$ cat config.mk
export PLATFORM = sky130hd
export DESIGN_NAME = deque_with_positional_insert_top
export DESIGN_NICKNAME = d
export VERILOG_FILES = /design/src/rtl/dqpi_pkg.sv /design/src/rtl/dqpi_ctrl.sv /design/src/rtl/dqpi_datapath.sv /design/src/rtl/deque_with_positional_insert_top.sv
export SDC_FILE = /design/constraint.sdc
export NUM_CORES = 1
export LEC_CHECK = 0
export BUFFER_PORTS_ARGS = -buffer_cell sky130_fd_sc_hd__buf_2
export CAP_MARGIN = 20
export CORE_UTILIZATION = 50
export DETAILED_ROUTE_END_ITERATION = 7
export GPL_TIMING_DRIVEN = 0
export PLACE_DENSITY = 0.67
export SLEW_MARGIN = 20
export SYNTH_ARGS = -nofsm -noshare
export SYNTH_HDL_FRONTEND = slang
export SYNTH_SLANG_ARGS = --single-unit
$ cat constraint.sdc
create_clock -name clk -period 13.14 [get_ports clk]
set_input_delay 1.971 -clock clk [delete_from_list [all_inputs] [get_ports clk]]
set_output_delay 1.971 -clock clk [all_outputs]
set_load 0.01 [all_outputs]
$ cat src/rtl/dqpi_pkg.sv
// Shared constants, codes and types for the positional-insert deque.
package dqpi_pkg;

  localparam int DEPTH    = 16;
  localparam int ID_WIDTH = 16;

  // Fixed field widths of the item and result ports.
  localparam int OP_W     = 2;
  localparam int IN_ID_W  = 16;
  localparam int POS_W    = 8;
  localparam int STAT_W   = 2;

  localparam int OUT_ID_W = ID_WIDTH + 1;
  localparam int OCC_W    = $clog2(DEPTH + 1);
  localparam int IDX_W    = $clog2(DEPTH);
  localparam int CMP_W    = (POS_W > OCC_W) ? POS_W : OCC_W;

  typedef enum logic [OP_W-1:0] {
    OP_APPEND = 2'd0,
    OP_PUSH   = 2'd1,
    OP_INSERT = 2'd2,
    OP_REMOVE = 2'd3
  } op_t;

  typedef enum logic [STAT_W-1:0] {
    ST_DONE  = 2'd0,
    ST_EMPTY = 2'd1,
    ST_FULL  = 2'd2
  } status_t;

  typedef enum logic [1:0] {
    CS_IDLE,
    CS_EXEC,
    CS_RESP,
    CS_RESP_HELD
  } ctrl_state_t;

  typedef struct packed {
    logic capture;
    logic execute;
  } dp_cmd_t;

endpackage

$ cat src/rtl/dqpi_ctrl.sv
// Controller state machine: sequences capture, update and result handoff.
module dqpi_ctrl (
  input  logic              clk,
  input  logic              rst_n,
  input  logic              in_valid,
  output logic              in_ready,
  output logic              out_valid,
  input  logic              out_ready,
  output dqpi_pkg::dp_cmd_t cmd
);
  import dqpi_pkg::*;

  ctrl_state_t state_r, state_nxt;

  always_ff @(posedge clk) begin
    if (!rst_n) begin
      state_r <= CS_IDLE;
    end else begin
      state_r <= state_nxt;
    end
  end

  always_comb begin
    state_nxt   = state_r;
    in_ready    = 1'b0;
    out_valid   = 1'b0;
    cmd.execute = 1'b0;
    case (state_r)
      CS_IDLE: begin
        in_ready = 1'b1;
        if (in_valid) begin
          state_nxt = CS_EXEC;
        end
      end
      CS_EXEC: begin
        cmd.execute = 1'b1;
        state_nxt   = CS_RESP;
      end
      CS_RESP: begin
        // A new beat may be captured while the finished result waits.
        in_ready  = 1'b1;
        out_valid = 1'b1;
        if (in_valid && out_ready) begin
          state_nxt = CS_EXEC;
        end else if (in_valid) begin
          state_nxt = CS_RESP_HELD;
        end else if (out_ready) begin
          state_nxt = CS_IDLE;
        end
      end
      CS_RESP_HELD: begin
        out_valid = 1'b1;
        if (out_ready) begin
          state_nxt = CS_EXEC;
        end
      end
      default: begin
        state_nxt = CS_IDLE;
      end
    endcase
    cmd.capture = in_valid & in_ready;
  end

endmodule

$ cat src/rtl/dqpi_datapath.sv
// Datapath: shift-capable entry row, fill count, rear tracking and result registers.
module dqpi_datapath (
  input  logic                                clk,
  input  logic                                rst_n,
  input  dqpi_pkg::dp_cmd_t                   cmd,
  input  logic [dqpi_pkg::OP_W-1:0]           in_op,
  input  logic [dqpi_pkg::IN_ID_W-1:0]        in_ident,
  input  logic [dqpi_pkg::POS_W-1:0]          in_position,
  output logic signed [dqpi_pkg::OUT_ID_W-1:0] res_front,
  output logic signed [dqpi_pkg::OUT_ID_W-1:0] res_rear,
  output logic [dqpi_pkg::OCC_W-1:0]          res_occupancy,
  output logic [dqpi_pkg::STAT_W-1:0]         res_status
);
  import dqpi_pkg::*;

  logic [ID_WIDTH-1:0] slots_r   [DEPTH];
  logic [ID_WIDTH-1:0] slots_nxt [DEPTH];
  logic [OCC_W-1:0]    fill_r, fill_nxt;
  logic [ID_WIDTH-1:0] rear_r, rear_nxt;

  op_t                 op_r;
  logic [ID_WIDTH-1:0] id_r;
  logic [POS_W-1:0]    pos_r;

  logic                is_full, is_empty, do_insert, do_remove;
  logic [CMP_W-1:0]    pos_m1, fill_ext, idx_wide;
  logic [IDX_W-1:0]    idx;
  status_t             status_nxt;

  // Captured item.
  always_ff @(posedge clk) begin
    if (cmd.capture) begin
      op_r  <= op_t'(in_op);
      id_r  <= ID_WIDTH'(in_ident);
      pos_r <= in_position;
    end
  end

  always_comb begin
    is_full   = (fill_r == OCC_W'(DEPTH));
    is_empty  = (fill_r == '0);
    do_remove = (op_r == OP_REMOVE) && !is_empty;
    do_insert = (op_r != OP_REMOVE) && !is_full;

    // Insert position: one-based, clamped to the front and to the rear.
    fill_ext = CMP_W'(fill_r);
    pos_m1   = CMP_W'(pos_r) - CMP_W'(1);
    case (op_r)
      OP_APPEND: idx_wide = fill_ext;
      OP_PUSH:   idx_wide = '0;
      OP_INSERT: begin
        if (pos_r <= POS_W'(1)) begin
          idx_wide = '0;
        end else if (pos_m1 > fill_ext) begin
          idx_wide = fill_ext;
        end else begin
          idx_wide = pos_m1;
        end
      end
      default:   idx_wide = '0;
    endcase
    idx = IDX_W'(idx_wide);

    if (op_r == OP_REMOVE) begin
      status_nxt = is_empty ? ST_EMPTY : ST_DONE;
    end else begin
      status_nxt = is_full ? ST_FULL : ST_DONE;
    end

    // Each cell picks its own neighbor, the new identifier, or holds.
    for (int k = 0; k < DEPTH; k++) begin
      slots_nxt[k] = slots_r[k];
      if (do_remove) begin
        if (k < DEPTH - 1) begin
          slots_nxt[k] = slots_r[(k < DEPTH - 1) ? k + 1 : k];
        end
      end else if (do_insert) begin
        if (IDX_W'(k) == idx) begin
          slots_nxt[k] = id_r;
        end else if (k > 0 && IDX_W'(k) > idx) begin
          slots_nxt[k] = slots_r[(k > 0) ? k - 1 : k];
        end
      end
    end

    fill_nxt = fill_r;
    rear_nxt = rear_r;
    if (do_remove) begin
      fill_nxt = fill_r - OCC_W'(1);
    end else if (do_insert) begin
      fill_nxt = fill_r + OCC_W'(1);
      if (idx_wide == fill_ext) begin
        rear_nxt = id_r;
      end
    end
  end

  always_ff @(posedge clk) begin
    if (cmd.execute) begin
      slots_r <= slots_nxt;
      rear_r  <= rear_nxt;
    end
  end

  always_ff @(posedge clk) begin
    if (!rst_n) begin
      fill_r <= '0;
    end else if (cmd.execute) begin
      fill_r <= fill_nxt;
    end
  end

  always_ff @(posedge clk) begin
    if (cmd.execute) begin
      res_occupancy <= fill_nxt;
      res_status    <= status_nxt;
      if (fill_nxt == '0) begin
        res_front <= '1;
        res_rear  <= '1;
      end else begin
        res_front <= OUT_ID_W'(slots_nxt[0]);
        res_rear  <= OUT_ID_W'(rear_nxt);
      end
    end
  end

endmodule

$ cat src/rtl/deque_with_positional_insert_top.sv
// Top level of the bounded deque with positional insert.
// Each beat carries one operation (append at rear, push at front, insert at a
// one-based position, remove front) and yields one result beat with the front
// and rear identifiers (-1 when empty), the entry count and a status code.
// An item is captured at its accepting edge and the entry row is updated at the
// next edge, which also registers the result beat. No item is accepted during
// the controller's update step, but a new item may be accepted while a result
// is still waiting to be taken. No clearing pass follows reset.
module deque_with_positional_insert_top (
  input  logic                                 clk,
  input  logic                                 rst_n,
  input  logic                                 in_valid,
  output logic                                 in_ready,
  input  logic [dqpi_pkg::OP_W-1:0]            in_op,
  input  logic [dqpi_pkg::IN_ID_W-1:0]         in_ident,
  input  logic [dqpi_pkg::POS_W-1:0]           in_position,
  output logic                                 out_valid,
  input  logic                                 out_ready,
  output logic signed [dqpi_pkg::OUT_ID_W-1:0] out_front_ident,
  output logic signed [dqpi_pkg::OUT_ID_W-1:0] out_rear_ident,
  output logic [dqpi_pkg::OCC_W-1:0]           out_occupancy,
  output logic [dqpi_pkg::STAT_W-1:0]          out_status
);
  import dqpi_pkg::*;

  dp_cmd_t cmd;

  dqpi_ctrl u_ctrl (
    .clk       (clk),
    .rst_n     (rst_n),
    .in_valid  (in_valid),
    .in_ready  (in_ready),
    .out_valid (out_valid),
    .out_ready (out_ready),
    .cmd       (cmd)
  );

  dqpi_datapath u_dp (
    .clk           (clk),
    .rst_n         (rst_n),
    .cmd           (cmd),
    .in_op         (in_op),
    .in_ident      (in_ident),
    .in_position   (in_position),
    .res_front     (out_front_ident),
    .res_rear      (out_rear_ident),
    .res_occupancy (out_occupancy),
    .res_status    (out_status)
  );

endmodule

==> results.md <==
* Status: complete, no violations
* Synthesis-to-finish area growth at 12.36%
* DIE AREA at 0.03616 mm2
* Row count at 68
* Global placer's final weighted congestion at 0.9271
* GRT met3 Usage at 0.05885
* Largest family of logic cells by synthesized area: compound AO/OA/AOI/OAI gates
* Pleak at 6.740 nW
* Pre-CTS setup slack at 7.608 ns
* Synth async-reset ratio at 0
* DR DRC count at 0
* Synth top area cells: edfxtp_1, mux2i_1, nand2_1, o21ai_1, a21oi_1
* Post_cts resized at 0
* Met1 usage at 0.3794
* NumNets Final at 1770
* Setup TNS at 0 ns
* Most common cell after layout, fill and taps aside: edfxtp_1
* Initial Util at 0.5099
* Worst-path clk slew at 0.06 ns
* Most Used Layer, Global Route: met2
* Storage cell area at 0.01029 mm2
* Main synth FF type: edfxtp_1
* Met2 Use GR at 0.4492
* Clk buf depth at 3
* Hold crit path type: flop to flop
* Detail Route Antenna Nets at 0
* Setup-failing EPs final at 0
* WL per Instance at 22.80 um
* Final WS setup at 7.388 ns
* WP data required at 13.29 ns
* Library cells used by synthesis at 70
* Pre-Repair DR Iteration Count at 5
* Core box area at 0.03471 mm2
* F_max at 173.9 MHz
* Global router's overall resource usage at 0.2801
* Layout cells sized above 1 at 0.1243
* Synth Register Bits at 345
* # diodes at 0
* # IOs at 73
* Total Wirelength at 50.36 mm
* Die Ht at 190.2 um
* Root buffer cell: clkbuf_16
* Number of I/O port buffers at 72
* Skew-Pair Late Insertion Delay at 0.54 ns
* Drt via density at 6.112
* RSZ-0062 raised after global routing: false
* Routed via count at 13501
* Area leader, netlist: edfxtp_1
* Hold_buf cts at 0
* First-pass GRT wire length at 76.53 mm
* Synth Area in Simple Gates at 0.1120
* Startpoint types: flop
* Syn Area/Cell at 11.00 um2
* Post-DP HPWL at 37.77 mm
* Tmin final at 5.752 ns
* Synth Instances at 1610
* Tcrit/Tclk final at 0.4377
* Critical Path Sink Type: flop
* Post-synth EDFFs at 338
* Layout fillers at 2966
* Critical Path Fanout Max at 16
* Post-synthesis sequential area ratio at 0.5813
* Maximum VDD drop at 124.5 uV
* TritonCTS buffer count at 38
* Worst-Margin Slew at 1.025 ns
* Xor and xnor area share after synthesis at 0.004453
* Rel. slew slack at 0.3167
* P per Cell Area at 163.8 mW/mm2
* Share of the synthesized area in the top cell type at 0.5734
* H-tree levels at 2
* Synth Area in Adders at 0.009189
* Max cap viols at 0
* Area fraction in compound gates after synthesis at 0.1587
* WS Path Type: flop to flop
* Antenna violations before repair at 3
* Postcts setup bufs at 0
* Clk_skew at 0.02294 ns
* Overflow after GRT at 0
* Synth Cell Area at 0.01770 mm2
* Mux share of post-synthesis cell area at 0.09443
* Vias in the first global route at 13110
* TritonCTS clock tree: done
* DR iter-0 viols at 1500
* Slew Limit Fails at 0
* Clock sink count at 345
* Most frequent cells in the layout: edfxtp_1, nand2_1, mux2i_1
* Footprint of the multi-input gates at 0.006755 mm2
* Final hold viol count at 0
* Arrival @ worst endpoint at 5.90 ns
* Die W at 190.2 um
* Largest net degree at the start of global routing at 52
* YS warnings at 0
* Syn nets at 1653
[routing by layer]
metal | wire [um] | vias to the layer above
li1 | - | 6257
met1 | 21160 | 6493
met2 | 23030 | 678
met3 | 4816 | 69
met4 | 1296 | 4
met5 | 55 | -
[cell usage after synthesis, types with 3 or more instances]
| master | number |
|---|---|
| a221o_1 | 17 |
| o22ai_1 | 5 |
| nand4_1 | 5 |
| nor2_1 | 109 |
| buf_2 | 27 |
| nand2b_1 | 17 |
| o41ai_1 | 3 |
| buf_4 | 4 |
| xnor2_1 | 9 |
| ha_1 | 13 |
| edfxtp_1 | 338 |
| nand2_1 | 207 |
| a21o_1 | 5 |
| a21oi_1 | 96 |
| mux2_1 | 10 |
| nor3_2 | 3 |
| clkbuf_1 | 118 |
| nand3_1 | 54 |
| a211oi_1 | 4 |
| nor3_1 | 12 |
| buf_1 | 4 |
| o21ai_1 | 101 |
| or2_2 | 4 |
| and2_1 | 7 |
| dfxtp_1 | 7 |
| o211ai_1 | 53 |
| nor4_1 | 3 |
| o21ai_0 | 83 |
| mux2_2 | 22 |
| a31oi_1 | 67 |
| inv_1 | 16 |
| a221oi_1 | 3 |
| mux2i_1 | 131 |
| nor2b_1 | 6 |
[critical path: stages (launching register included)]
cell and delay (ns):
edfxtp_1 0.55, inv_1 0.15, ha_1 0.29, xnor2_1 0.53, inv_1 0.23, ha_1 0.35, nand4_1 0.08, mux2i_1 0.14
a21oi_1 0.09, nor3_2 0.53, o21ai_1 0.30, a21oi_1 0.39, clkbuf_1 0.48, clkbuf_1 0.42, nor2_1 0.17, nor2_2 0.64
[where the power goes]
group          internal, W  total (W)  switching, W
clock             0.000565    0.00100      0.000438
sequential         0.00148    0.00156     0.0000829
combinational     0.000233   0.000693      0.000460
[metrics by stage]
step                      hold WS (ns)  std cells    util  area [um2]  power, W
after floorplan                 0.5027       1610       -       17700  0.002016
after global placement          0.5093       2137  0.5367       18630  0.002231
after global routing            0.5653       2209  0.5730       19890  0.003383
after CTS                       0.5363       2209  0.5729       19890  0.003252
final                           0.5322       2209  0.5730       19890  0.003259
after detailed placement        0.5230       2142  0.5402       18750  0.002262
[registers in the layout, summed over array words and instances (netlist names)]
name	count
u_dp.rear_r	16
u_dp.pos_r	8
u_ctrl.state_r	2
u_dp.res_front	16
u_dp.fill_r	5
u_dp.res_status	2
u_dp.res_occupancy	5
u_dp.res_rear	17
u_dp.op_r	2
u_dp.slots_r	256
u_dp.id_r	16
[cell type report]
type	instances	share of cell area
buffer	155	0.03214
clock buffer	48	0.05076
clock inverter	19	0.006353
inverter	18	0.003397
multi-input combinational	1092	0.3396
sequential	345	0.5173
tap	455	0.02862
timing repair buffer	77	0.02177
[kinds of logic after synthesis]
family,after synthesis
adders and majority gates,13
DFF,345
xor gates and xnor gates,9
buffers and inverters,173
AOI/OAI and AO/OA,463
muxes,163
and+or+nand+nor,444
[path summary, 6_finish.rpt]
check,start,end,slack [ns],cells past startpoint
worst min register to register,u_dp.slots_r[6],u_dp.slots_r[22],0.53,2
worst max-delay path,u_dp.pos_r[0],u_dp.slots_r[184],7.39,15
worst max register to register,u_dp.pos_r[0],u_dp.slots_r[184],7.39,15
worst min-delay path,u_dp.slots_r[6],u_dp.slots_r[22],0.53,2
No activity file was read; power rests on OpenSTA's default activity.
